==> src/rtl/core/mmpn_pkg.sv <==
// shared types and constants of the min-max pixel normalizer
package mmpn_pkg;

   localparam int PIXEL_W = 8;
   localparam int NORM_W  = 17;

   // commands from the controller to the datapath
   typedef struct packed {
      logic scan;      // scan-pass beat accepted
      logic norm;      // normalize-pass beat accepted, load the divider
      logic step;      // one quotient bit
      logic load_out;  // move the finished result into the output register
   } mmpn_cmd_type;

endpackage

==> src/rtl/core/mmpn_datapath.sv <==
// min/max tracking, frame latch, bit-serial divider and output register
module mmpn_datapath #(
   parameter int FRAC_BITS = 16
) (
   input  logic                              clock,
   input  logic                              reset,
   input  mmpn_pkg::mmpn_cmd_type            cmd,
   input  logic [mmpn_pkg::PIXEL_W-1:0]      req_pixel,
   input  logic                              req_last,
   output logic                              div_done,
   output logic [mmpn_pkg::NORM_W-1:0]       rsp_norm_value,
   output logic                              rsp_flat_range,
   output logic                              rsp_clipped
);

   localparam int CNT_W = $clog2(FRAC_BITS + 1);
   localparam int PW    = mmpn_pkg::PIXEL_W;
   localparam int NW    = mmpn_pkg::NORM_W;

   logic [PW-1:0]  scan_low_ff, scan_low_in;
   logic [PW-1:0]  scan_high_ff, scan_high_in;
   logic [PW-1:0]  frame_low_ff, frame_low_in;
   logic [PW-1:0]  frame_range_ff, frame_range_in;
   logic [CNT_W-1:0] cnt_ff, cnt_in;
   logic           sub_en_ff, sub_en_in;
   logic [PW-1:0]  rem_ff, rem_in;
   logic [NW-1:0]  quo_ff, quo_in;
   logic           flat_ff, flat_in;
   logic           clip_ff, clip_in;
   logic [NW-1:0]  out_value_ff;
   logic           out_flat_ff;
   logic           out_clip_ff;

   logic [PW-1:0]  run_low;
   logic [PW-1:0]  run_high;
   logic [PW:0]    span_top;
   logic           below;
   logic           above;
   logic           flat;
   logic           in_span;
   logic [PW-1:0]  diff;
   logic           quo_top;
   logic [PW:0]    rem_dbl;
   logic           ge;

   // running min/max including the current pixel
   assign run_low  = (req_pixel < scan_low_ff)  ? req_pixel : scan_low_ff;
   assign run_high = (req_pixel > scan_high_ff) ? req_pixel : scan_high_ff;

   // span classification against the latched frame
   assign span_top = {1'b0, frame_low_ff} + {1'b0, frame_range_ff};
   assign flat     = (frame_range_ff == '0);
   assign below    = (req_pixel < frame_low_ff);
   assign above    = ({1'b0, req_pixel} > span_top);
   assign in_span  = !flat && !below && !above;
   assign diff     = req_pixel - frame_low_ff;
   assign quo_top  = in_span && (diff == frame_range_ff);

   // restoring division step, remainder stays below the range
   assign rem_dbl = {rem_ff, 1'b0};
   assign ge      = sub_en_ff && (rem_dbl >= {1'b0, frame_range_ff});

   assign div_done = (cnt_ff == '0);

   always_comb begin
      scan_low_in    = scan_low_ff;
      scan_high_in   = scan_high_ff;
      frame_low_in   = frame_low_ff;
      frame_range_in = frame_range_ff;
      cnt_in         = cnt_ff;
      sub_en_in      = sub_en_ff;
      rem_in         = rem_ff;
      quo_in         = quo_ff;
      flat_in        = flat_ff;
      clip_in        = clip_ff;
      if (cmd.scan) begin
         if (req_last) begin
            frame_low_in   = run_low;
            frame_range_in = run_high - run_low;
            scan_low_in    = '1;
            scan_high_in   = '0;
         end else begin
            scan_low_in  = run_low;
            scan_high_in = run_high;
         end
      end
      if (cmd.norm) begin
         // out-of-span cases ride the same shift: 1 << FRAC_BITS or 0
         cnt_in    = CNT_W'(FRAC_BITS);
         sub_en_in = in_span;
         rem_in    = (in_span && !quo_top) ? diff : '0;
         quo_in    = NW'(quo_top || (!flat && above));
         flat_in   = flat;
         clip_in   = !flat && (below || above);
      end
      if (cmd.step) begin
         cnt_in = cnt_ff - CNT_W'(1);
         rem_in = ge ? PW'(rem_dbl - {1'b0, frame_range_ff}) : rem_dbl[PW-1:0];
         quo_in = {quo_ff[NW-2:0], ge};
      end
   end

   always_ff @(posedge clock) begin
      if (reset) begin
         scan_low_ff    <= '1;
         scan_high_ff   <= '0;
         frame_low_ff   <= '0;
         frame_range_ff <= '0;
         cnt_ff         <= '0;
         sub_en_ff      <= 1'b0;
      end else begin
         scan_low_ff    <= scan_low_in;
         scan_high_ff   <= scan_high_in;
         frame_low_ff   <= frame_low_in;
         frame_range_ff <= frame_range_in;
         cnt_ff         <= cnt_in;
         sub_en_ff      <= sub_en_in;
      end
   end

   always_ff @(posedge clock) begin
      rem_ff  <= rem_in;
      quo_ff  <= quo_in;
      flat_ff <= flat_in;
      clip_ff <= clip_in;
      if (cmd.load_out) begin
         out_value_ff <= quo_ff;
         out_flat_ff  <= flat_ff;
         out_clip_ff  <= clip_ff;
      end
   end

   assign rsp_norm_value = out_value_ff;
   assign rsp_flat_range = out_flat_ff;
   assign rsp_clipped    = out_clip_ff;

   a_rem_below_range: assert property (@(posedge clock) disable iff (reset)
      (cmd.step && sub_en_ff) |-> (rem_ff < frame_range_ff))
      else $error("divider remainder reached the range");

   a_flat_not_clip: assert property (@(posedge clock) disable iff (reset)
      cmd.norm |=> !(flat_ff && clip_ff))
      else $error("flat and clipped set together");

endmodule

==> src/rtl/core/mmpn_ctrl.sv <==
// handshake control and sequencing of the normalizer
module mmpn_ctrl (
   input  logic                   clock,
   input  logic                   reset,
   input  logic                   req_valid,
   input  logic                   req_action,
   output logic                   req_ready,
   output logic                   rsp_valid,
   input  logic                   rsp_ready,
   input  logic                   div_done,
   output mmpn_pkg::mmpn_cmd_type cmd
);

   typedef enum logic {
      ST_IDLE,
      ST_RUN
   } state_type;

   state_type state_ff, state_in;
   logic      rsp_valid_ff, rsp_valid_in;
   logic      slot_free;
   logic      accept;

   assign req_ready = (state_ff == ST_IDLE);
   assign rsp_valid = rsp_valid_ff;
   assign accept    = req_valid && req_ready;
   assign slot_free = !rsp_valid_ff || rsp_ready;

   always_comb begin
      cmd.scan     = accept && !req_action;
      cmd.norm     = accept && req_action;
      cmd.step     = (state_ff == ST_RUN) && !div_done;
      cmd.load_out = (state_ff == ST_RUN) && div_done && slot_free;
   end

   always_comb begin
      state_in = state_ff;
      unique case (state_ff)
         ST_IDLE: begin
            if (cmd.norm) state_in = ST_RUN;
         end
         ST_RUN: begin
            if (cmd.load_out) state_in = ST_IDLE;
         end
         default: state_in = ST_IDLE;
      endcase
      if (cmd.load_out) rsp_valid_in = 1'b1;
      else if (rsp_ready) rsp_valid_in = 1'b0;
      else rsp_valid_in = rsp_valid_ff;
   end

   always_ff @(posedge clock) begin
      if (reset) begin
         state_ff     <= ST_IDLE;
         rsp_valid_ff <= 1'b0;
      end else begin
         state_ff     <= state_in;
         rsp_valid_ff <= rsp_valid_in;
      end
   end

   a_load_after_divide: assert property (@(posedge clock) disable iff (reset)
      cmd.load_out |-> div_done)
      else $error("result loaded before the divider finished");

   a_valid_from_divider: assert property (@(posedge clock) disable iff (reset)
      $rose(rsp_valid_ff) |-> $past(div_done))
      else $error("result raised without a finished division");

endmodule

==> src/rtl/core/min_max_pixel_normalizer_top.sv <==
// top level of the min-max pixel normalizer
// usage:
//   input beats (req_*) carry action, pixel and last. action 0 is a scan-pass
//   pixel: it updates the running min and max in the cycle it is accepted and
//   gives no result. a scan beat with last set closes the frame: the min and
//   the range (max - min) are latched and the running pair starts over.
//   action 1 is a normalize-pass pixel: it gives one result beat (rsp_*) with
//   floor((pixel - min) * 2^FRAC_BITS / range), saturated to 0 or 2^FRAC_BITS
//   with rsp_clipped when outside the span, and 0 with rsp_flat_range when
//   the range is zero. the value is kept to 17 bits.
// sequencing:
//   scan beats are taken one per cycle while no normalize beat is busy. a
//   normalize beat runs a bit-serial restoring divider, one quotient bit per
//   cycle; req_ready stays low until its result is moved into the output
//   register, so the next beat waits until then.
// reset: running min 255, max 0, latched min and range 0, no result pending.
// stall: the result waits in the output register while rsp_ready is low; the
//   next beat is still taken, a second normalize beat holds its finished
//   quotient until the output register is free
module min_max_pixel_normalizer_top #(
   parameter int FRAC_BITS = 16
) (
   input  logic                          clock,
   input  logic                          reset,
   input  logic                          req_valid,
   output logic                          req_ready,
   input  logic                          req_action,
   input  logic [mmpn_pkg::PIXEL_W-1:0]  req_pixel,
   input  logic                          req_last,
   output logic                          rsp_valid,
   input  logic                          rsp_ready,
   output logic [mmpn_pkg::NORM_W-1:0]   rsp_norm_value,
   output logic                          rsp_flat_range,
   output logic                          rsp_clipped
);

   // command and status between controller and datapath
   mmpn_pkg::mmpn_cmd_type cmd;
   logic                   div_done;

   // controller: handshake, divider sequencing, output beat valid
   mmpn_ctrl u_ctrl (
      .clock      (clock),
      .reset      (reset),
      .req_valid  (req_valid),
      .req_action (req_action),
      .req_ready  (req_ready),
      .rsp_valid  (rsp_valid),
      .rsp_ready  (rsp_ready),
      .div_done   (div_done),
      .cmd        (cmd)
   );

   // datapath: min/max, frame latch, divider, output register
   mmpn_datapath #(
      .FRAC_BITS (FRAC_BITS)
   ) u_datapath (
      .clock          (clock),
      .reset          (reset),
      .cmd            (cmd),
      .req_pixel      (req_pixel),
      .req_last       (req_last),
      .div_done       (div_done),
      .rsp_norm_value (rsp_norm_value),
      .rsp_flat_range (rsp_flat_range),
      .rsp_clipped    (rsp_clipped)
   );

endmodule

==> config.mk <==
export PLATFORM = sky130hd
export DESIGN_NAME = min_max_pixel_normalizer_top
export DESIGN_NICKNAME = d
export VERILOG_FILES = /design/src/rtl/core/mmpn_pkg.sv /design/src/rtl/core/mmpn_datapath.sv /design/src/rtl/core/mmpn_ctrl.sv /design/src/rtl/core/min_max_pixel_normalizer_top.sv
export SDC_FILE = /design/constraint.sdc
export NUM_CORES = 1
export LEC_CHECK = 0
export ABC_CLOCK_PERIOD_IN_PS = 4710
export BUFFER_PORTS_ARGS = -buffer_cell sky130_fd_sc_hd__buf_4
export CORE_MARGIN = 4
export CORE_UTILIZATION = 61
export CTS_CLUSTER_DIAMETER = 50
export DETAILED_ROUTE_END_ITERATION = 10
export PLACE_DENSITY_LB_ADDON = 0.08
export SLEW_MARGIN = 10
export SYNTH_ARGS = -nofsm -noshare
export SYNTH_HDL_FRONTEND = slang
export SYNTH_SLANG_ARGS = --single-unit
==> constraint.sdc <==
create_clock -name clock -period 4.71 [get_ports clock]
set_input_delay 0.471 -clock clock [delete_from_list [all_inputs] [get_ports clock]]
set_output_delay 0.471 -clock clock [all_outputs]
set_load 0.005 [all_outputs]
==> reports/summary.txt <==
Status: completed
Seq cells post-synth: 86
CTS tree: yes
Leakage power total: 2.521 nW
WHS: 0.3826 ns
Final Max Tran Viols: 0
Synth Warn #: 0
Final setup violation count: 0
Worst-Skew Late Latency: 0.37 ns
Register clock-pin slew on the reported worst setup and hold paths: 0.11 ns
Main area contributors after synthesis: edfxtp_1 (25%), dfxtp_1 (15%), ha_1 (13%)
Clock group share of total power: 0.271
Final Hold Viols: 0
HPWL Detailed: 8989 um
First-pass GRT wire length: 19600 um
Routed WL: 11840 um
Die X: 102.6 um
Met1 wire length: 5379 um
Top FF cell, synth: edfxtp_1
Final Cycle Share: 0.8524
Cells after Synth: 567
Cell with the most instances after synthesis: ha_1
Iteration-0 DRC Markers: 226
Area grow syn2layout: 10.11%
# rows: 34
DRC viols: 0
Combinational power share: 0.262
Metal3 WL: 551 um
Synth area leader: edfxtp_1
CTS root buf: clkbuf_8
Sw Ratio: 0.3262
Fmax: 249.1 MHz
First-pass iteration count of the detailed router: 4
Hold-fix buffers, CTS: 0
Gr ovfl total: 0
RSZ-0062 raised after global routing: no
Post-CTS sizing: 0
Multi-input gate area: 3032 um2
H-tree level count: 3
Avg Cell Area, Syn: 9.630 um2
Sequential share of the synthesized area: 0.3996
Placer congestion estimate: 0.9006
Switching pwr: 0.6139 mW
Slew margin rel.: 0.4595
Crit Path Max Fanout: 8
Port Buffer Count: 34
Final TNS setup: 0 ns
Share of cells above drive strength 1: 0.1279
Nets: 670
Worst setup EP type: register
Post-synth EDFFs: 46
Worst-margin pin slew: 0.8108 ns
Core area: 8721 um2
Setup bufs post-CTS: 0
Seq. cell area: 2182 um2
Clock Sink Count: 86
P per Cell Area: 313.1 nW/um2
Clk_skew: 0.02645 ns
Synth unique cells: 60
Commonest cells post-synth: ha_1 (55), nor2_1 (49), edfxtp_1 (46), inv_1 (46)
Startpoint Class: register
P_int: 1.268 mW
Met2 WL: 5623 um
Post-layout minimum cycle time: 4.015 ns
Vias in the first global route: 4070
Number of CTS-inserted buffers: 9
Net Count, Synth: 640
Routed Antenna Nets: 0
Setup CP Type: reg -> reg
Netlist Area Pre-Place: 5460 um2
Share of flip-flops with an asynchronous set or reset: 0
Filler Cell Count: 684
Tot GR Track Use: 0.2351
# diodes: 0
Die ar.: 10530 um2
Starting Density: 0.6261
Hold crit path type: in -> reg
Maximum VDD drop: 0.1964 mV
Highest Signal Layer: met4
CTS Buffer Depth: 2
Max_cap viols: 0
I/O Pins: 35
DR vias: 4274
Drt wl/cell: 16.67 um
Largest net degree at the start of global routing: 25
Sequential share of power: 0.467
Synth top area share: 0.2530
Vias/cell: 6.020
Initial antenna violation count: 0
Worst path arrival time: 4.19 ns
CP Data Required Time: 4.89 ns
Die height: 102.6 um
## sequential cells by signal (all words and copies together) (netlist names), 5 cells and up
| name | flops |
|---|---|
| u_datapath.quo_ff | 17 |
| u_datapath.rsp_norm_value | 17 |
| u_datapath.frame_low_ff | 8 |
| u_datapath.frame_range_ff | 8 |
| u_datapath.rem_ff | 8 |
| u_datapath.scan_high_ff | 8 |
| u_datapath.scan_low_ff | 8 |
| u_datapath.cnt_ff | 5 |
## metrics by stage
stage | power (mW) | worst slack [ns] | area, um2 | std cells | utilization
final | 1.882 | 0.6951 | 6012 | 710 | 0.6894
after global placement | 1.365 | 0.6877 | 5814 | 694 | 0.6667
after global routing | 1.981 | 0.4405 | 6012 | 710 | 0.6894
after detailed placement | 1.381 | 0.6228 | 5814 | 694 | 0.6667
after CTS | 1.887 | 0.7256 | 6012 | 710 | 0.6894
after floorplan | 1.250 | 1.098 | 5460 | 567 | -
## worst paths after layout
check,start,to,slack [ns],cells past startpoint
setup reg to reg,u_datapath.frame_range_ff[0]$_SDFFE_PP0P_,u_datapath.rem_ff[3]$_DFFE_PP_,0.70,16
hold reg to reg,u_datapath.clip_ff$_DFFE_PP_,u_datapath.rsp_clipped$_DFFE_PP_,0.44,0
hold / removal,req_pixel[0],u_datapath.scan_high_ff[0]$_SDFFE_PP0P_,0.38,3
setup / recovery,u_datapath.frame_range_ff[0]$_SDFFE_PP0P_,u_datapath.rem_ff[3]$_DFFE_PP_,0.70,16
## logic make-up after synthesis
group | after synthesis | synth area share
buffers and inverters | 66 | 0.04652
AND/OR/NAND/NOR | 165 | 0.1499
flip-flops | 86 | 0.3996
XOR/XNOR | 23 | 0.03964
AO/OA/AOI/OAI | 150 | 0.1893
multiplexers | 18 | 0.03437
adder cells (fa/ha/maj) | 59 | 0.1407
## worst max-delay path: stages, from the launching register on
cell	delay, ns
dfxtp_1	0.50
ha_1	0.23
inv_1	0.06
fa_1	0.40
nor2b_1	0.18
o31ai_1	0.13
nand2b_1	0.10
a21oi_1	0.07
xor2_1	0.15
ha_1	0.31
a211o_1	0.30
o221ai_1	0.23
a21o_1	0.14
a211oi_1	0.13
nor3b_1	0.36
o211ai_2	0.27
o32ai_1	0.28
## per-layer routing
layer	track usage	up-vias
met5	0	-
met4	0.08073	0
met3	0.03248	21
met2	0.3937	103
met1	0.3134	2035
li1	-	2115
## cells in the final DEF, fill, tap and decap left out, types with 12 or more instances in the layout
master    synthesis  final
nand2_1          38     38
ha_1             55     55
a21oi_1          40     40
o21ai_0          29     29
buf_4             0     39
mux2i_1          12     12
dfxtp_1          40     40
inv_1            46     46
and2_1           17     17
nor2_1           49     49
edfxtp_1         46     46
## power groups by stage
stage / sequential [mW] / combinational, mW / clock [mW]
2_1_floorplan: 0.885 / 0.364 / 0
3_3_place_gp: 0.894 / 0.471 / 0
3_5_place_dp: 0.895 / 0.486 / 0
4_1_cts: 0.879 / 0.490 / 0.518
5_1_grt: 0.884 / 0.552 / 0.545
6_report: 0.879 / 0.494 / 0.510
## layout make-up
cell class,count,share of cell area
clock inverters,7,0.01228
repair buffers,39,0.04870
flip-flops and latches,86,0.3630
inverters,46,0.02872
well taps,108,0.02248
multi-input cells,415,0.5043
clock buffers,9,0.02060
Power figures use the tool's default switching activity.
